===== src/sv/q6k_pkg.sv =====
`timescale 1ns / 1ps
// ----------------------------------------------------------------------------
// q6k_pkg
// Shared types, widths and codes of the 6-bit quantized row dot product.
// ----------------------------------------------------------------------------
package q6k_pkg;

  // super-block geometry
  localparam int SUPER_BLOCK_ELEMS = 256;
  localparam int LANES            = 4;
  localparam int GROUPS_PER_BLOCK = SUPER_BLOCK_ELEMS / LANES;
  localparam int GI_W             = $clog2(GROUPS_PER_BLOCK);
  localparam int SUB_SCALES       = 16;
  localparam int SCALES_PER_LANE  = SUB_SCALES / LANES;
  localparam int SEL_W            = $clog2(SCALES_PER_LANE);

  // datapath widths
  localparam int CODE_W  = 6;
  localparam int SCALE_W = 8;
  localparam int ACT_W   = 16;
  localparam int SQ_W    = SCALE_W + CODE_W;
  localparam int PROD_W  = SQ_W + ACT_W;
  localparam int PART_W  = 40;
  localparam int MANT_W  = 12;
  localparam int FPROD_W = PART_W + MANT_W;
  localparam int SH_W    = 8;
  localparam int ACC_W   = 64;

  // configuration port
  localparam int AFB_W      = 4;
  localparam int SFB_W      = 6;
  localparam int CFG_IDX_W  = 2;
  localparam int CFG_DATA_W = 6;
  localparam logic [AFB_W-1:0] AFB_RESET = 4'd12;
  localparam logic [SFB_W-1:0] SFB_RESET = 6'd16;

  // fp16 scale decode
  localparam logic [4:0]             FP16_EXP_SPECIAL = 5'h1f;
  localparam logic signed [SH_W-1:0] EXP_BIAS         = 8'sd25;

  // item kinds
  localparam logic MODE_HEADER = 1'b0;
  localparam logic MODE_GROUP  = 1'b1;

  typedef enum logic [CFG_IDX_W-1:0] {
    CFG_ACT_FRAC = 2'd0,
    CFG_SUM_FRAC = 2'd1
  } q6k_cfg_e;

  typedef enum logic [2:0] {
    ST_IDLE,
    ST_MUL,
    ST_SUM,
    ST_FMUL,
    ST_FSHIFT,
    ST_FADD,
    ST_EMIT
  } q6k_state_e;

  typedef struct packed {
    logic                    mode;
    logic [15:0]             scale_bits;
    logic [63:0]             sub_scales_low;
    logic [63:0]             sub_scales_high;
    logic [7:0]              low_byte_a;
    logic [7:0]              low_byte_b;
    logic [7:0]              high_byte;
    logic signed [ACT_W-1:0] act_0;
    logic signed [ACT_W-1:0] act_1;
    logic signed [ACT_W-1:0] act_2;
    logic signed [ACT_W-1:0] act_3;
    logic                    row_end;
  } q6k_in_t;

  typedef struct packed {
    logic signed [ACC_W-1:0] row_sum;
    logic                    saturated;
    logic                    bad_scale;
  } q6k_out_t;

  typedef struct packed {
    logic load_scales;
    logic issue;
  } q6k_lane_ctrl_t;

  typedef struct packed {
    logic clear;
    logic add;
  } q6k_merge_ctrl_t;

  typedef struct packed {
    logic load_scale;
    logic mul;
    logic shift;
    logic add;
    logic clear;
  } q6k_fold_ctrl_t;

endpackage


===== src/sv/q6k_lane.sv =====
`timescale 1ns / 1ps
// ----------------------------------------------------------------------------
// q6k_lane
// One weight lane: holds its four sub-block scales and forms
// scale * q * act over two multiplier stages.
// ----------------------------------------------------------------------------
module q6k_lane (
  input  logic                                           clk_i,
  input  q6k_pkg::q6k_lane_ctrl_t                        ctrl_i,
  input  logic [q6k_pkg::SCALES_PER_LANE-1:0][q6k_pkg::SCALE_W-1:0] scales_i,
  input  logic [q6k_pkg::SEL_W-1:0]                      sel_i,
  input  logic [q6k_pkg::CODE_W-1:0]                     code_i,
  input  logic signed [q6k_pkg::ACT_W-1:0]               act_i,
  output logic signed [q6k_pkg::PROD_W-1:0]              prod_o
);
  import q6k_pkg::*;

  logic [SCALE_W-1:0]        scale_mem_q [SCALES_PER_LANE];
  logic signed [SCALE_W-1:0] scale_sel;
  logic signed [CODE_W-1:0]  weight;
  logic signed [SQ_W-1:0]    sq_q;
  logic signed [ACT_W-1:0]   act_q;
  logic signed [PROD_W-1:0]  prod_q;

  // sub-block scales, loaded by a header word
  always_ff @(posedge clk_i) begin
    if (ctrl_i.load_scales) begin
      for (int j = 0; j < SCALES_PER_LANE; j++) begin
        scale_mem_q[j] <= scales_i[j];
      end
    end
  end

  // weight code minus 32 is the code with its top bit flipped
  always_comb begin
    scale_sel = $signed(scale_mem_q[sel_i]);
    weight    = $signed({~code_i[CODE_W-1], code_i[CODE_W-2:0]});
  end

  // stage 1: scale times weight
  always_ff @(posedge clk_i) begin
    if (ctrl_i.issue) begin
      sq_q  <= scale_sel * weight;
      act_q <= act_i;
    end
  end

  // stage 2: times activation
  always_ff @(posedge clk_i) begin
    prod_q <= sq_q * act_q;
  end

  assign prod_o = prod_q;

endmodule


===== config.mk =====
export PLATFORM = sky130hd
export DESIGN_NAME = q6k_lane
export DESIGN_NICKNAME = d
export VERILOG_FILES = /design/src/sv/q6k_pkg.sv /design/src/sv/q6k_lane.sv
export SDC_FILE = /design/constraint.sdc
export NUM_CORES = 1
export LEC_CHECK = 0
export ABC_AREA = 1
export BUFFER_PORTS_ARGS = -buffer_cell sky130_fd_sc_hd__clkbuf_2
export CAP_MARGIN = 15
export CORE_MARGIN = 8
export CORE_UTILIZATION = 38
export CTS_BUF_LIST = sky130_fd_sc_hd__clkbuf_4 sky130_fd_sc_hd__clkbuf_8 sky130_fd_sc_hd__clkbuf_16
export CTS_CLUSTER_DIAMETER = 100
export DETAILED_ROUTE_END_ITERATION = 8
export PLACE_DENSITY = 0.6
export SLEW_MARGIN = 20
export SYNTH_ARGS = -nofsm -noshare
export SYNTH_HDL_FRONTEND = slang
export SYNTH_SLANG_ARGS = --single-unit

===== constraint.sdc =====
create_clock -name clk_i -period 12.79 [get_ports clk_i]
set_input_delay 2.558 -clock clk_i [delete_from_list [all_inputs] [get_ports clk_i]]
set_output_delay 2.558 -clock clk_i [all_outputs]
set_load 0.05 [all_outputs]

==> run summary <==
=================================================================================
Status ............................................................. finished clean
Worst relative slew slack ..........................................       47.63%
Total placed instance area .........................................    14520 um2
Clock buffer depth .................................................            2
Vias per std cell ..................................................        4.669
Final hold violation count .........................................            0
Kind of end point of the critical path .............................     register
Mapped Cells .......................................................         1643
Clock slew seen by the registers of the worst setup and hold paths .      0.07 ns
TritonCTS buffer count .............................................            9
# rows .............................................................           69
Number of nets with antenna violations after routing ...............            0
Fraction of synthesis flops using an asynchronous set or reset pin .           0%
Crit-path most repeated cell .......................................        inv_1
Setup tns final ....................................................         0 ns
Ratio of cells with drive above 1 in the final layout ..............       7.403%
Arrival time at the worst endpoint .................................      6.81 ns
Syn_area_per_cell ..................................................    8.315 um2
Count of final setup violators .....................................            0
Post-layout instance area ..........................................    14790 um2
Wire length of the first global-routing pass .......................     54550 um
Area growth syn-to-layout ..........................................       8.279%
Highest net fanout along the worst path ............................           17
Synthesis-stage register bit count .................................           92
Critical Setup Path Class .......................................... input port to register
Die Footprint ......................................................    42280 um2
Max Freq ...........................................................    149.4 MHz
Setup crit start kind ..............................................   input port
Gp weighted congestion .............................................       0.8870
Antenna violations before repair ...................................            1
EDFF count, synth ..................................................           62
Unrepaired setup endpoints after global routing ....................        false
Yosys Warn Count ...................................................            0
Required time of the worst setup path ..............................     12.91 ns
DRC errors left ....................................................            0
Sequential cell area fraction in the yosys report ..................       18.02%
Maximum number of pins on one net before global-route repair .......           33
Series of cell instances along the critical path ................... clkbuf_2, inv_1, nand2_1, nand3_1, nand2_1, nor2_1, fa_1, inv_1, fa_1, fa_1, inv_1, ha_1, ha_1, inv_1, nor3_1, nand3_1, nand3_1, inv_1, nand2_1, nand2_1
Class of the tightest hold or removal check ........................ register to register
Mapped cell area ...................................................    13660 um2
Utilization of the core after routing ..............................       41.69%
Final HPWL DP ......................................................     26650 um
Layout net count ...................................................         2105
Routed vias ........................................................        10100
Clk sink count .....................................................           92
Worst path max stage delay .........................................      0.53 ns
Mean routed wirelength per cell ....................................     14.64 um
Overall die height .................................................     205.6 um
Worst skew pair latency ............................................      0.36 ns
Worst Clk Skew .....................................................  0.008185 ns
Top_reg_cell synth .................................................     edfxtp_1
GR Overflow Total ..................................................            0
Cell chosen for the clock root .....................................    clkbuf_16
Slew at the pin closest to its max-slew limit ......................    0.7855 ns
Pre-Repair DR Iteration Count ......................................            5
Final slew viol count ..............................................            0
Die boundary width .................................................     205.6 um
Final Cycle Share ..................................................       52.32%
Kind of cell adding the most delay to the critical path ............  adder cells
Max_cap viols ......................................................            0
Total of cells resized after clock tree synthesis ..................            0
Detailed router's first-iteration violation count ..................          527
Number of input and output port buffers inserted ...................           88
Slowest stage cell on the critical path ............................         fa_1
Final period demand of the worst path ..............................     6.692 ns
Number of I/O pins .................................................           89
Placeable core region ..............................................    35480 um2
Number of hold-repair buffers added at the cts stage ...............            0
CTS H-tree depth ...................................................            3
GRT Overall Usage ..................................................       16.13%
Starting utilization of the core area ..............................       38.50%
Wire length after detailed routing .................................     31670 um
TritonCTS clock tree ...............................................        built
Netlist cell types .................................................           31
Via count of the first global-routing pass .........................        11330
Worst path buffer plus inverter count ..............................            6
Fillers ............................................................         3533
# Post-CTS Setup Buffers ...........................................            0
Total inserted antenna cells .......................................            0
Syn nets ...........................................................         2051
=================================================================================
## placed cells by master, fill, tap and decap left out, drive strengths merged, types with 2 or more instances in the layout
| cell type | n |
|---|---|
| inv | 484 |
| nand2 | 439 |
| fa | 253 |
| clkbuf | 99 |
| ha | 96 |
| nor2 | 69 |
| edfxtp | 62 |
| nand3 | 52 |
| dfxtp | 30 |
| a21oi | 30 |
| xor2 | 27 |
| o21ai | 15 |
| nand4 | 12 |
| xnor2 | 6 |
| o21bai | 6 |
| nor3 | 5 |
| or2 | 4 |
| buf | 3 |
| clkinv | 3 |
| and2 | 2 |
## registers in the layout, indices dropped and copies added (netlist names)
| register | count |
|---|---|
| prod_o | 30 |
| scale_mem_q | 32 |
| act_q | 16 |
| sq_q | 14 |
## tightest hold or removal path: stages (launching register included)
cell	delay (ns)
edfxtp_1	0.64
nand2_1	0.13
inv_1	0.04
## cell usage after synthesis, types with 8 or more instances
master,number,area [um2]
nand3_1,50,250.2
dfxtp_1,30,600.6
nor2_1,61,229.0
fa_1,253,5065
nand4_1,12,75.07
o21ai_0,14,70.07
inv_1,479,1798
clkbuf_1,43,161.4
nand2_1,437,1640
nor2_2,8,50.05
edfxtp_1,62,1862
xor2_1,27,236.5
a21oi_1,29,145.1
ha_1,96,1201
## logic make-up (layout without fill, tap and decap cells)
| logic type | Yosys count | in the layout | share of synthesized area [%] |
|---|---|---|---|
| buffers and inverters | 530 | 589 | 14.59 |
| AND/OR/NAND/NOR | 584 | 584 | 17.18 |
| flip-flops | 92 | 92 | 18.02 |
| adder cells (fa/ha/maj) | 349 | 349 | 45.87 |
| AO/OA/AOI/OAI | 55 | 55 | 2.226 |
| XOR/XNOR | 33 | 33 | 2.116 |
## routing by layer
| metal | global-route usage [%] | part of all wire (%) |
|---|---|---|
| met1 | 19.22 | 42 |
| met2 | 28.54 | 49 |
| met3 | 3.747 | 6.6 |
| met4 | 4.825 | 2.2 |
| met5 | 0 | 0.028 |
## stage by stage
step	worst slack, ns	hold WS (ns)	std cells
5_1_grt	5.639	0.9138	2163
3_5_place_dp	5.681	0.8596	2147
6_report	6.098	0.8678	2163
4_1_cts	6.068	0.8758	2163
2_1_floorplan	6.317	0.7047	1643
3_3_place_gp	5.849	0.8478	2147
## path summary, 6_finish.rpt
check	start	end	slack, ns	cells after the start
worst min-delay path	act_q[0]$_DFFE_PP_	prod_o[0]$_DFF_P_	0.87	2
worst max register to register	sq_q[0]$_DFFE_PP_	prod_o[23]$_DFF_P_	6.72	21
worst max-delay path	sel_i[0]	sq_q[13]$_DFFE_PP_	6.10	20
worst min register to register	act_q[0]$_DFFE_PP_	prod_o[0]$_DFF_P_	0.87	2
## area by class of cell
type	instances	area [um2]	area share (%)
clock inverter	5	35.03	0.2368
inverter	482	1809	12.23
timing repair buffer	91	462.9	3.130
multi-input combinational	1021	9206	62.23
clock buffer	11	240.2	1.624
sequential	92	2462	16.65
tap	461	576.8	3.899
Power is not shown: default switching activity piles up to over one toggle a cycle in this logic, so the estimate is an artifact.
