`src/sv/q6k_pkg.sv`:
```
`timescale 1ns / 1ps
// ----------------------------------------------------------------------------
// q6k_pkg
// Shared types, widths and codes of the 6-bit quantized row dot product.
// ----------------------------------------------------------------------------
package q6k_pkg;

  // super-block geometry
  localparam int SUPER_BLOCK_ELEMS = 256;
  localparam int LANES            = 4;
  localparam int GROUPS_PER_BLOCK = SUPER_BLOCK_ELEMS / LANES;
  localparam int GI_W             = $clog2(GROUPS_PER_BLOCK);
  localparam int SUB_SCALES       = 16;
  localparam int SCALES_PER_LANE  = SUB_SCALES / LANES;
  localparam int SEL_W            = $clog2(SCALES_PER_LANE);

  // datapath widths
  localparam int CODE_W  = 6;
  localparam int SCALE_W = 8;
  localparam int ACT_W   = 16;
  localparam int SQ_W    = SCALE_W + CODE_W;
  localparam int PROD_W  = SQ_W + ACT_W;
  localparam int PART_W  = 40;
  localparam int MANT_W  = 12;
  localparam int FPROD_W = PART_W + MANT_W;
  localparam int SH_W    = 8;
  localparam int ACC_W   = 64;

  // configuration port
  localparam int AFB_W      = 4;
  localparam int SFB_W      = 6;
  localparam int CFG_IDX_W  = 2;
  localparam int CFG_DATA_W = 6;
  localparam logic [AFB_W-1:0] AFB_RESET = 4'd12;
  localparam logic [SFB_W-1:0] SFB_RESET = 6'd16;

  // fp16 scale decode
  localparam logic [4:0]             FP16_EXP_SPECIAL = 5'h1f;
  localparam logic signed [SH_W-1:0] EXP_BIAS         = 8'sd25;

  // item kinds
  localparam logic MODE_HEADER = 1'b0;
  localparam logic MODE_GROUP  = 1'b1;

  typedef enum logic [CFG_IDX_W-1:0] {
    CFG_ACT_FRAC = 2'd0,
    CFG_SUM_FRAC = 2'd1
  } q6k_cfg_e;

  typedef enum logic [2:0] {
    ST_IDLE,
    ST_MUL,
    ST_SUM,
    ST_FMUL,
    ST_FSHIFT,
    ST_FADD,
    ST_EMIT
  } q6k_state_e;

  typedef struct packed {
    logic                    mode;
    logic [15:0]             scale_bits;
    logic [63:0]             sub_scales_low;
    logic [63:0]             sub_scales_high;
    logic [7:0]              low_byte_a;
    logic [7:0]              low_byte_b;
    logic [7:0]              high_byte;
    logic signed [ACT_W-1:0] act_0;
    logic signed [ACT_W-1:0] act_1;
    logic signed [ACT_W-1:0] act_2;
    logic signed [ACT_W-1:0] act_3;
    logic                    row_end;
  } q6k_in_t;

  typedef struct packed {
    logic signed [ACC_W-1:0] row_sum;
    logic                    saturated;
    logic                    bad_scale;
  } q6k_out_t;

  typedef struct packed {
    logic load_scales;
    logic issue;
  } q6k_lane_ctrl_t;

  typedef struct packed {
    logic clear;
    logic add;
  } q6k_merge_ctrl_t;

  typedef struct packed {
    logic load_scale;
    logic mul;
    logic shift;
    logic add;
    logic clear;
  } q6k_fold_ctrl_t;

endpackage

```
`src/sv/q6k_merge.sv`:
```
`timescale 1ns / 1ps
// ----------------------------------------------------------------------------
// q6k_merge
// Adds the four lane products of a group into the exact super-block partial.
// ----------------------------------------------------------------------------
module q6k_merge (
  input  logic                              clk_i,
  input  logic                              rst_ni,
  input  q6k_pkg::q6k_merge_ctrl_t          ctrl_i,
  input  logic signed [q6k_pkg::PROD_W-1:0] prod_i [q6k_pkg::LANES],
  output logic signed [q6k_pkg::PART_W-1:0] partial_o
);
  import q6k_pkg::*;

  logic signed [PART_W-1:0] partial_q;
  logic signed [PART_W-1:0] partial_d;
  logic signed [PART_W-1:0] lane_sum;

  // sum of lanes plus running partial
  always_comb begin
    lane_sum = '0;
    for (int k = 0; k < LANES; k++) begin
      lane_sum = lane_sum + {{(PART_W-PROD_W){prod_i[k][PROD_W-1]}}, prod_i[k]};
    end
    partial_d = partial_q;
    if (ctrl_i.clear) begin
      partial_d = '0;
    end else if (ctrl_i.add) begin
      partial_d = partial_q + lane_sum;
    end
  end

  always_ff @(posedge clk_i or negedge rst_ni) begin
    if (!rst_ni) begin
      partial_q <= '0;
    end else begin
      partial_q <= partial_d;
    end
  end

  assign partial_o = partial_q;

endmodule

```
`config.mk`:
```
export PLATFORM = sky130hd
export DESIGN_NAME = q6k_merge
export DESIGN_NICKNAME = d
export VERILOG_FILES = /design/src/sv/q6k_pkg.sv /design/src/sv/q6k_merge.sv
export SDC_FILE = /design/constraint.sdc
export NUM_CORES = 1
export LEC_CHECK = 0
export BUFFER_PORTS_ARGS = -buffer_cell sky130_fd_sc_hd__buf_4
export CAP_MARGIN = 20
export CORE_MARGIN = 3
export CORE_UTILIZATION = 51
export CTS_CLUSTER_SIZE = 16
export DETAILED_ROUTE_END_ITERATION = 16
export GPL_ROUTABILITY_DRIVEN = 0
export HOLD_SLACK_MARGIN = 0.03
export PLACE_DENSITY_LB_ADDON = 0.1
export SYNTH_ARGS = -nofsm -noshare
export SYNTH_HDL_FRONTEND = slang
export SYNTH_SLANG_ARGS = --single-unit
```
`constraint.sdc`:
```
create_clock -name clk_i -period 3.4 [get_ports clk_i]
set_input_delay 0.17 -clock clk_i [delete_from_list [all_inputs] [get_ports clk_i]]
set_output_delay 0.17 -clock clk_i [all_outputs]
set_load 0.01 [all_outputs]
```
==> impl_metrics.ini <==
[timing]
grt_setup_unrepaired = yes
total_count_of_hold_check_failures_in_the_final_report = 0
clock-skew-final_ps = 5.25
number_of_max_slew_violations_in_the_final_report = 0
post-route-worst-setup-slack_ps = -742
minimum_clock_period_ps = 4140
achievable-frequency_mhz = 241
slew_headroom_pct = 50.2
tightestPinTransition_ps = 744
finalSetupViolations = 30
finalCritPeriodShare_pct = 122

[critical_path]
path_common_cell = sky130_fd_sc_hd__fa_1
worst_ep_required_time_ps = 3580
timing.rr.end = partial_o[25]$_DFFE_PN0P_
timing.reg2reg.worst_path_depth = 14
worstPathArrival_ps = 4320
cp_cell_sequence = buf_8 -> inv_8 -> fa_1 -> fa_1 -> fa_1 -> inv_1 -> ha_2 -> fa_2 -> a211oi_2 -> o21bai_1 -> a221o_2 -> a21o_1 -> a21oi_2 -> o21ai_2 -> o2111a_1 -> or3_1 -> a31o_1
critical_path.slowest_cell = sky130_fd_sc_hd__fa_1
setup.reg_to_reg.worst_slack_ps = -220
critical_path.startpoint_type = input pin
critical_path.max_stage_delay_ps = 550
worstSetupEndpointType = flip-flop
worstReg2RegStart = partial_o[1]$_DFFE_PN0P_
setup.worst_path.class = in2reg
cp_max_fo = 2

[layout]
final_util_pct = 76.5
insertedDiodeCount = 0
largest_register_ffs = 40
filler_cell_count = 968
synthToLayoutAreaGrowth_pct = 44.2
final_nets = 1376
layout_cells_sized_above_1_pct = 34.1

[run]
maxCapViolations = 0

[global_route]
grt_pass1_vias = 6328
grt_antenna_before_repair = 0
grt_max_degree = 52
global_route_wire_length_before_repair_um = 27900
global_route.overflow_total = 0
gr-usage-all-layers_pct = 22.8

[cts]
tritoncts_clock_tree = done
cts-root-to-sink-buffers = 2
cts_root_buffer = sky130_fd_sc_hd__clkbuf_16
h-tree-depth = 2
tritoncts.num_buffers = 5
clock-sinks = 40
clk_transition_reported_paths_ps = 60
worstSkewPairLatency_ps = 280

[pwr]
total_power_mw = 9.87
powerDensity_nw_per_um2 = 1010
peakVddDrop_v = 0.000437
p_leak_nw = 5.62

[detailed_routing]
drc = 0
drt-pass1-iter-count = 5
dr_total_vias = 6128
drt-wirelength-per-cell_um = 12.6
detail_route.iter0.violations = 244
ratio_of_routed_vias_to_standard_cells = 4.77
route.final.wire_length_um = 16100
drt.antenna.violating_nets = 0

[min_path]
hold_depth = 2
hp-class = in2reg
hold_path_startpoint = ctrl_i[1]
holdPathEnd = partial_o[24]$_DFFE_PN0P_

[yosys]
syn_inst = 836
net_count_of_the_mapped_netlist = 1100
synth_warnings = 0
synth-seq-area-share_pct = 14.7
async_sr_flop_fraction_pct = 100
synthesis.area_per_instance_um2 = 8.13
synth.distinct_cells = 55
ys_seq_elements = 40
synth.cell_area_um2 = 6800
postSynth.topFlopCell = sky130_fd_sc_hd__dfrtp_1
synth-edff-count = 0

[floorplanning]
die_height_um = 121
area_of_the_die_um2 = 14800
core_area_um2 = 12800
die_x_um = 121
rows = 41
io_pins = 164
initial_utilization_pct = 53.0

[outcome]
outcome = complete, but fails checks
violations = setup timing

[place]
port_buffers = 163
detailed_place_hpwl_um = 13000
-- final cells by class --
cell class,instances,area (um^2),area share (%)
inverters,293,1120,11.4
repair buffers,292,2260,23.0
well taps,172,215,2.19
clock inverters,2,60.1,0.612
multi-input cells,480,5020,51.2
clock buffers,5,125,1.28
flip-flops and latches,40,1000,10.2
-- how the worst max path moves through the flow --
| stage | to | depth (start not counted) | slack [ps] | startpoint |
|---|---|---|---|---|
| global route | partial_o[25]$_DFFE_PN0P_ | 17 | -910 | prod_i[1] |
| detailed placement | partial_o[25]$_DFFE_PN0P_ | 17 | -1050 | prod_i[1] |
| finish | partial_o[25]$_DFFE_PN0P_ | 17 | -740 | prod_i[1] |
| CTS | partial_o[25]$_DFFE_PN0P_ | 17 | -690 | prod_i[1] |
| floorplan | partial_o[25]$_DFFE_PN0P_ | 16 | -810 | prod_i[1] |
| global placement | partial_o[25]$_DFFE_PN0P_ | 17 | -1030 | prod_i[1] |
-- cell families (layout without fill, tap and decap cells) --
kind of cell	after synthesis	count (layout)	synth area share, %
adders and majority gates	140	140	36.7
muxes	23	23	3.41
and+or+nand+nor	142	142	9.87
DFF	40	40	14.7
buffers and inverters	316	592	17.4
AOI/OAI and AO/OA	145	145	14.0
xor gates and xnor gates	30	30	3.87
-- cell usage after synthesis (all sizes together), types with 3 or more instances --
master / count / area, um^2
nor2: 54 / 203
ha: 41 / 513
a211o: 3 / 26.3
xor2: 10 / 87.6
a21oi: 42 / 214
o21bai: 7 / 52.6
dfrtp: 40 / 1000
nand2: 32 / 120
fa: 99 / 1980
a2111oi: 3 / 26.3
o211ai: 5 / 37.5
a211oi: 5 / 42.5
a221o: 3 / 31.3
a31oi: 3 / 18.8
nor3: 7 / 35.0
clkbuf: 21 / 78.8
nand2b: 6 / 37.5
nand3b: 3 / 22.5
inv: 293 / 1100
mux2i: 22 / 220
nor2b: 3 / 18.8
xnor2: 20 / 175
o21ai: 29 / 149
nand4: 9 / 56.3
and3: 5 / 31.3
a21o: 26 / 198
nand3: 12 / 60.1
o31ai: 4 / 30.0
-- stage by stage --
stage	std cells	hold WS, ps	TNS [ps]	area [um^2]	worst slack (ps)
after floorplan	836	-126	-7160	7050	-811
after global placement	1263	209	-21380	9230	-1030
after detailed placement	1263	207	-22590	9230	-1050
after CTS	1279	351	-10930	9680	-691
after global routing	1284	375	-17760	9810	-911
final	1284	344	-12180	9810	-742
-- power by group --
part / switching, mW / internal [mW] / leakage, nW
clock network: 0.206 / 0.417 / 0.0899
logic: 4.16 / 4.33 / 5.00
registers: 0.126 / 0.635 / 0.531
-- critical path: cells and delay by family --
family | cells | cell delay (ps)
buffers and inverters | 3 | 140
AO/OA/AOI/OAI | 8 | 1650
adder cells (fa/ha/maj) | 5 | 2040
AND/OR/NAND/NOR | 1 | 300
-- layer usage --
metal	GRT usage, %	share of wire, %	wire length (um)	up-vias
li1	-	-	-	3082
met1	31.2	45	7250	2885
met2	39.8	49	7980	147
met3	2.42	4.7	757	14
met4	4.27	0.95	153	0
met5	0	0	0	-
-- cells in the final DEF, fill, tap and decap left out, types with 4 or more instances in the layout --
cell type                     n
sky130_fd_sc_hd__ha_1        31
sky130_fd_sc_hd__nand2_1     30
sky130_fd_sc_hd__nor3_1       6
sky130_fd_sc_hd__xnor2_1     17
sky130_fd_sc_hd__nand2b_1     6
sky130_fd_sc_hd__nand4_1      9
sky130_fd_sc_hd__mux2i_1     22
sky130_fd_sc_hd__o211ai_1     5
sky130_fd_sc_hd__inv_2        5
sky130_fd_sc_hd__o21bai_1     5
sky130_fd_sc_hd__clkbuf_16    5
sky130_fd_sc_hd__xor2_1       8
sky130_fd_sc_hd__buf_6       10
sky130_fd_sc_hd__inv_1      285
sky130_fd_sc_hd__buf_4      278
sky130_fd_sc_hd__nand3_1     10
sky130_fd_sc_hd__ha_4         7
sky130_fd_sc_hd__nor2_1      50
sky130_fd_sc_hd__dfrtp_1     40
sky130_fd_sc_hd__o21ai_2      8
sky130_fd_sc_hd__a21o_1      24
sky130_fd_sc_hd__fa_1        97
sky130_fd_sc_hd__o21ai_1      5
sky130_fd_sc_hd__a21oi_2     15
sky130_fd_sc_hd__a21oi_1     25
sky130_fd_sc_hd__o21ai_0     15
sky130_fd_sc_hd__and3_1       4
-- repair_timing --
item | 4_1_cts | 5_1_grt
setup endpoints to repair | 29 | 31
pin swaps | 36 | 38
endpoints found under the hold margin | 40 | 0
buffers inserted | 11 | 10
resized for setup | 50 | 24
hold buffers | 1 | 0
No activity file was read; power rests on OpenSTA's default activity.
