## src/sv/q6k_pkg.sv

```systemverilog
`timescale 1ns / 1ps
// ----------------------------------------------------------------------------
// q6k_pkg
// Shared types, widths and codes of the 6-bit quantized row dot product.
// ----------------------------------------------------------------------------
package q6k_pkg;

  // super-block geometry
  localparam int SUPER_BLOCK_ELEMS = 256;
  localparam int LANES            = 4;
  localparam int GROUPS_PER_BLOCK = SUPER_BLOCK_ELEMS / LANES;
  localparam int GI_W             = $clog2(GROUPS_PER_BLOCK);
  localparam int SUB_SCALES       = 16;
  localparam int SCALES_PER_LANE  = SUB_SCALES / LANES;
  localparam int SEL_W            = $clog2(SCALES_PER_LANE);

  // datapath widths
  localparam int CODE_W  = 6;
  localparam int SCALE_W = 8;
  localparam int ACT_W   = 16;
  localparam int SQ_W    = SCALE_W + CODE_W;
  localparam int PROD_W  = SQ_W + ACT_W;
  localparam int PART_W  = 40;
  localparam int MANT_W  = 12;
  localparam int FPROD_W = PART_W + MANT_W;
  localparam int SH_W    = 8;
  localparam int ACC_W   = 64;

  // configuration port
  localparam int AFB_W      = 4;
  localparam int SFB_W      = 6;
  localparam int CFG_IDX_W  = 2;
  localparam int CFG_DATA_W = 6;
  localparam logic [AFB_W-1:0] AFB_RESET = 4'd12;
  localparam logic [SFB_W-1:0] SFB_RESET = 6'd16;

  // fp16 scale decode
  localparam logic [4:0]             FP16_EXP_SPECIAL = 5'h1f;
  localparam logic signed [SH_W-1:0] EXP_BIAS         = 8'sd25;

  // item kinds
  localparam logic MODE_HEADER = 1'b0;
  localparam logic MODE_GROUP  = 1'b1;

  typedef enum logic [CFG_IDX_W-1:0] {
    CFG_ACT_FRAC = 2'd0,
    CFG_SUM_FRAC = 2'd1
  } q6k_cfg_e;

  typedef enum logic [2:0] {
    ST_IDLE,
    ST_MUL,
    ST_SUM,
    ST_FMUL,
    ST_FSHIFT,
    ST_FADD,
    ST_EMIT
  } q6k_state_e;

  typedef struct packed {
    logic                    mode;
    logic [15:0]             scale_bits;
    logic [63:0]             sub_scales_low;
    logic [63:0]             sub_scales_high;
    logic [7:0]              low_byte_a;
    logic [7:0]              low_byte_b;
    logic [7:0]              high_byte;
    logic signed [ACT_W-1:0] act_0;
    logic signed [ACT_W-1:0] act_1;
    logic signed [ACT_W-1:0] act_2;
    logic signed [ACT_W-1:0] act_3;
    logic                    row_end;
  } q6k_in_t;

  typedef struct packed {
    logic signed [ACC_W-1:0] row_sum;
    logic                    saturated;
    logic                    bad_scale;
  } q6k_out_t;

  typedef struct packed {
    logic load_scales;
    logic issue;
  } q6k_lane_ctrl_t;

  typedef struct packed {
    logic clear;
    logic add;
  } q6k_merge_ctrl_t;

  typedef struct packed {
    logic load_scale;
    logic mul;
    logic shift;
    logic add;
    logic clear;
  } q6k_fold_ctrl_t;

endpackage

```

## src/sv/q6k_fold.sv

```systemverilog
`timescale 1ns / 1ps
// ----------------------------------------------------------------------------
// q6k_fold
// Folds a finished super-block partial into the row accumulator: multiply by
// the fp16 mantissa, shift to the sum format, saturating add.
// ----------------------------------------------------------------------------
module q6k_fold (
  input  logic                              clk_i,
  input  logic                              rst_ni,
  input  q6k_pkg::q6k_fold_ctrl_t           ctrl_i,
  input  logic [15:0]                       scale_bits_i,
  input  logic signed [q6k_pkg::PART_W-1:0] partial_i,
  input  logic [q6k_pkg::AFB_W-1:0]         act_frac_i,
  input  logic [q6k_pkg::SFB_W-1:0]         sum_frac_i,
  output logic signed [q6k_pkg::ACC_W-1:0]  acc_o,
  output logic                              sat_o,
  output logic                              nan_o
);
  import q6k_pkg::*;

  localparam int WIDE_W = FPROD_W + ACC_W;
  localparam logic [ACC_W-1:0] INT_MAX = {1'b0, {(ACC_W-1){1'b1}}};
  localparam logic [ACC_W-1:0] INT_MIN = {1'b1, {(ACC_W-1){1'b0}}};

  logic [15:0]               scale_q;
  logic                      skip_q;
  logic signed [FPROD_W-1:0] fprod_q;
  logic signed [SH_W-1:0]    sh_q;
  logic signed [ACC_W-1:0]   term_q;
  logic signed [ACC_W-1:0]   acc_q;
  logic                      sat_q;
  logic                      nan_q;

  logic [4:0]                ex;
  logic [10:0]               mag;
  logic signed [MANT_W-1:0]  mant;
  logic [4:0]                eff_exp;
  logic signed [SH_W-1:0]    sh_d;
  logic                      special;

  logic [WIDE_W-1:0]         wide;
  logic [SH_W-1:0]           rsh;
  logic signed [ACC_W-1:0]   term_d;
  logic                      shift_ovf;
  logic [ACC_W:0]            sum_ext;
  logic signed [ACC_W-1:0]   acc_add;
  logic                      add_ovf;

  // fp16 decode and shift amount
  always_comb begin
    ex      = scale_q[14:10];
    special = (ex == FP16_EXP_SPECIAL);
    mag     = (ex != 5'd0) ? {1'b1, scale_q[9:0]} : {1'b0, scale_q[9:0]};
    mant    = scale_q[15] ? -$signed({1'b0, mag}) : $signed({1'b0, mag});
    eff_exp = (ex != 5'd0) ? ex : 5'd1;
    sh_d    = $signed({2'b00, sum_frac_i}) - $signed({4'b0000, act_frac_i})
            + $signed({3'b000, eff_exp}) - EXP_BIAS;
  end

  // scaling shift: saturating left, flooring right
  always_comb begin
    wide      = {{ACC_W{fprod_q[FPROD_W-1]}}, fprod_q} << sh_q[5:0];
    rsh       = SH_W'(-sh_q);
    shift_ovf = 1'b0;
    term_d    = '0;
    if (skip_q) begin
      term_d = '0;
    end else if (!sh_q[SH_W-1]) begin
      if (fprod_q == '0) begin
        term_d = '0;
      end else if (sh_q >= 8'sd63) begin
        shift_ovf = 1'b1;
        term_d    = fprod_q[FPROD_W-1] ? INT_MIN : INT_MAX;
      end else if (wide[WIDE_W-1:ACC_W-1] != {(WIDE_W-ACC_W+1){fprod_q[FPROD_W-1]}}) begin
        shift_ovf = 1'b1;
        term_d    = fprod_q[FPROD_W-1] ? INT_MIN : INT_MAX;
      end else begin
        term_d = wide[ACC_W-1:0];
      end
    end else begin
      term_d = $signed({{(ACC_W-FPROD_W){fprod_q[FPROD_W-1]}}, fprod_q}) >>> rsh;
    end
  end

  // saturating accumulate
  always_comb begin
    sum_ext = {acc_q[ACC_W-1], acc_q} + {term_q[ACC_W-1], term_q};
    add_ovf = (sum_ext[ACC_W] != sum_ext[ACC_W-1]);
    acc_add = add_ovf ? (sum_ext[ACC_W] ? INT_MIN : INT_MAX) : sum_ext[ACC_W-1:0];
  end

  // block scale and multiplier stage
  always_ff @(posedge clk_i or negedge rst_ni) begin
    if (!rst_ni) begin
      scale_q <= '0;
      skip_q  <= 1'b0;
    end else begin
      if (ctrl_i.load_scale) begin
        scale_q <= scale_bits_i;
      end
      if (ctrl_i.mul) begin
        skip_q <= special;
      end
    end
  end

  always_ff @(posedge clk_i) begin
    if (ctrl_i.mul) begin
      fprod_q <= partial_i * mant;
      sh_q    <= sh_d;
    end
    if (ctrl_i.shift) begin
      term_q <= term_d;
    end
  end

  // accumulator and flags
  always_ff @(posedge clk_i or negedge rst_ni) begin
    if (!rst_ni) begin
      acc_q <= '0;
      sat_q <= 1'b0;
      nan_q <= 1'b0;
    end else if (ctrl_i.clear) begin
      acc_q <= '0;
      sat_q <= 1'b0;
      nan_q <= 1'b0;
    end else begin
      if (ctrl_i.mul && special) begin
        nan_q <= 1'b1;
      end
      if (ctrl_i.shift && shift_ovf) begin
        sat_q <= 1'b1;
      end
      if (ctrl_i.add) begin
        acc_q <= acc_add;
        if (add_ovf) begin
          sat_q <= 1'b1;
        end
      end
    end
  end

  assign acc_o = acc_q;
  assign sat_o = sat_q;
  assign nan_o = nan_q;

endmodule

```

## config.mk

```make
export PLATFORM = sky130hd
export DESIGN_NAME = q6k_fold
export DESIGN_NICKNAME = d
export VERILOG_FILES = /design/src/sv/q6k_pkg.sv /design/src/sv/q6k_fold.sv
export SDC_FILE = /design/constraint.sdc
export NUM_CORES = 2
export LEC_CHECK = 0
export ABC_CLOCK_PERIOD_IN_PS = 10700
export BUFFER_PORTS_ARGS = -buffer_cell sky130_fd_sc_hd__buf_4
export CAP_MARGIN = 20
export CORE_MARGIN = 2
export CORE_UTILIZATION = 50
export DETAILED_ROUTE_END_ITERATION = 12
export HOLD_SLACK_MARGIN = 0.02
export PLACE_DENSITY = 0.67
export SETUP_SLACK_MARGIN = 0.15
export SLEW_MARGIN = 20
export SYNTH_ARGS = -nofsm -noshare
export SYNTH_HDL_FRONTEND = slang
export SYNTH_SLANG_ARGS = --single-unit
```

## constraint.sdc

```tcl
create_clock -name clk_i -period 10.7 [get_ports clk_i]
set_clock_uncertainty 0.1 [all_clocks]
set_input_delay 1.605 -clock clk_i [delete_from_list [all_inputs] [get_ports clk_i]]
set_output_delay 1.605 -clock clk_i [all_outputs]
set_load 0.1 [all_outputs]
```

==> run metrics <==
Pre-antenna DRT Iters=7; worst hold start=acc_o[9]; CTS tree=built; Top Ports=139; post-synthesis register bit count=207; Core Rows=100; fin. max-slew vios=0; library cells used by synthesis=87; Routed WL=113000 um; WS Path Type=reg2reg; synth cell count leaders=616 x nand2_1, 496 x inv_1, 421 x fa_1, 310 x nor2_1, 255 x a21oi_1; Post-synth EDFFs=124; Final Hold Fails=0; n_diodes=0; Final #Nets=5070; Worst-path clk slew=0.06 ns; Slew @ Worst Pin=1.04 ns; status=finished clean; CTS max path bufs=3; Final setup violation count=0; final hold slack=0.421 ns; Peak Freq=0.115 GHz; cell taking the most area after synthesis=fa_1; Synth Instances=4482; initial antenna violation count=0; Area growth, synth to finish=6.98%; dpl ws=1.96 ns; min-delay worst type=reg2reg; Mapped Nets=5165; DR vias=32.7k; RR Endpoint=fprod_q[51]; DIE AREA=78000 sq um; CTS hold repair buffers=0; GRT overflow=0; Post-Syn Area=37900 sq um; number of buffers added on ports=138; Tot GR Track Use=28.8%; clk root buf=clkbuf_16; largest net degree at the start of global routing=143; vias in the first global route=31.9k; via/cell ratio=6.08; Post-Route Setup TNS=0 ns; hold endpoint=acc_o[9]; GP Congestion=0.979; Starting Density=50.8%; Yosys top cell area share=22.2%; Clock Latency Late Sink=0.60 ns; Avg WL per Cell=20.9 um; DRC Markers=0; DRT antenna net count=0; register area share after synthesis=15.3%; CP max FO=26; DR iter-0 viols=3183; count leader, synth=nand2_1; Mean Syn Cell Area=8.46 sq um; slack of the critical path=2.01 ns; synth top area cells=fa_1 22%, edfxtp_1 9.8%, ha_1 6.2%; # Post-CTS Setup Buffers=0; synth warn=0; Num CTS Buffers=28; Hold Crit Depth=2; core area=74700 sq um; DIE HEIGHT=279 um; Crit path arrival time=8.93 ns; post-route minimum period=8.69 ns; Synth Flop Type=edfxtp_1; crit end category=flop; CTS H-tree depth=1; R2R setup slack=2.01 ns; DP HPWL=88300 um; Reg2Reg Depth=24; worst r2r src=scale_q[4]; post-cts gate resize count=0; Setup crit start kind=flop; RSZ-0062 raised after global routing=false; ys async rst share=40.1%; Sink Count=207; fraction of layout cells with a size suffix above 1=10.4%; Crit path required time=10.94 ns; die width=279 um; fin crit share=81.2%; max-cap check violation count=0; first-pass GRT wire length=180000 um; Slew HR=28.9%
-- flip-flops by register name (all words and copies together), names as in the netlist --
| register | cells |
|---|---|
| scale_q | 16 |
| nan_o | 1 |
| sat_o | 1 |
| skip_q | 1 |
| term_q | 64 |
| sh_q | 8 |
| fprod_q | 52 |
| acc_o | 64 |
-- cell usage in the layout, fill, tap and decap left out, drive strengths merged, types with 37 or more instances in the layout --
master	count
dfrtp	83
mux2	62
fa	421
a21oi	266
nand2	616
inv	502
a211oi	44
nor2	310
and2	103
mux4	100
buf	193
ha	189
a21o	83
a31oi	55
xnor2	92
nor3	49
xor2	42
o211ai	37
mux2i	106
nand3	82
nor2b	138
edfxtp	124
o21ai	255
-- how the worst max path moves through the flow --
stage	end	slack, ns	depth (start not counted)	startpoint
after global placement	fprod_q[51]	2.10	24	scale_q[4]
after floorplan	fprod_q[50]	3.01	25	scale_q[4]
final	fprod_q[51]	2.01	24	scale_q[4]
after detailed placement	fprod_q[51]	1.96	24	scale_q[4]
after global routing	fprod_q[51]	1.56	24	scale_q[4]
after CTS	fprod_q[51]	1.95	24	scale_q[4]
-- area by class of cell --
type / count / area [sq um]
inverter: 502 / 1880
fill: 7015 / 34100
tap: 969 / 1210
timing repair buffer: 193 / 1460
multi-input combinational: 3455 / 29100
clock inverter: 20 / 329
sequential: 207 / 5800
clock buffer: 32 / 746
-- kinds of logic after synthesis --
| family | synth area share, % |
|---|---|
| buf+inv | 8.44 |
| compound gates | 16.2 |
| mux | 10.6 |
| fa+ha+maj | 28.5 |
| xor+xnor | 3.10 |
| simple gates | 17.8 |
| flops | 15.3 |
-- per-stage QoR --
stage	area, sq um	util [%]	std cells
6_report	40600	54.3	5378
3_5_place_dp	39500	52.9	5326
2_1_floorplan	37900	-	4482
5_1_grt	40600	54.3	5378
3_3_place_gp	39500	52.9	5326
4_1_cts	40600	54.3	5378
-- metal layers --
metal	wire, um	global-route usage (%)	vias up
met3	7700	3.49	291
met2	51600	46.4	1427
met5	0	0	-
met4	5340	11.3	0
li1	-	-	15100
met1	48000	39.7	16000
-- critical path, stage by stage (launching register included) --
cell      delay, ns
dfrtp_1        0.43
or4_1          0.55
or2_2          0.31
o41ai_1        0.42
xor2_2         0.59
buf_4          0.38
nand2_1        0.12
fa_1           0.53
fa_1           0.42
fa_1           0.51
fa_1           0.43
fa_1           0.49
inv_1          0.04
ha_1           0.36
a21o_1         0.19
a21o_1         0.20
a41oi_1        0.15
o21ai_0        0.22
o21ai_0        0.67
a211oi_1       0.24
nor2_1         0.23
o21ai_0        0.17
a41oi_1        0.37
mux2i_1        0.23
nand4_1        0.09
Power is left out: the tool's default activity adds up to more than one toggle a clock period on the data nets, which glitch-free logic cannot reach.
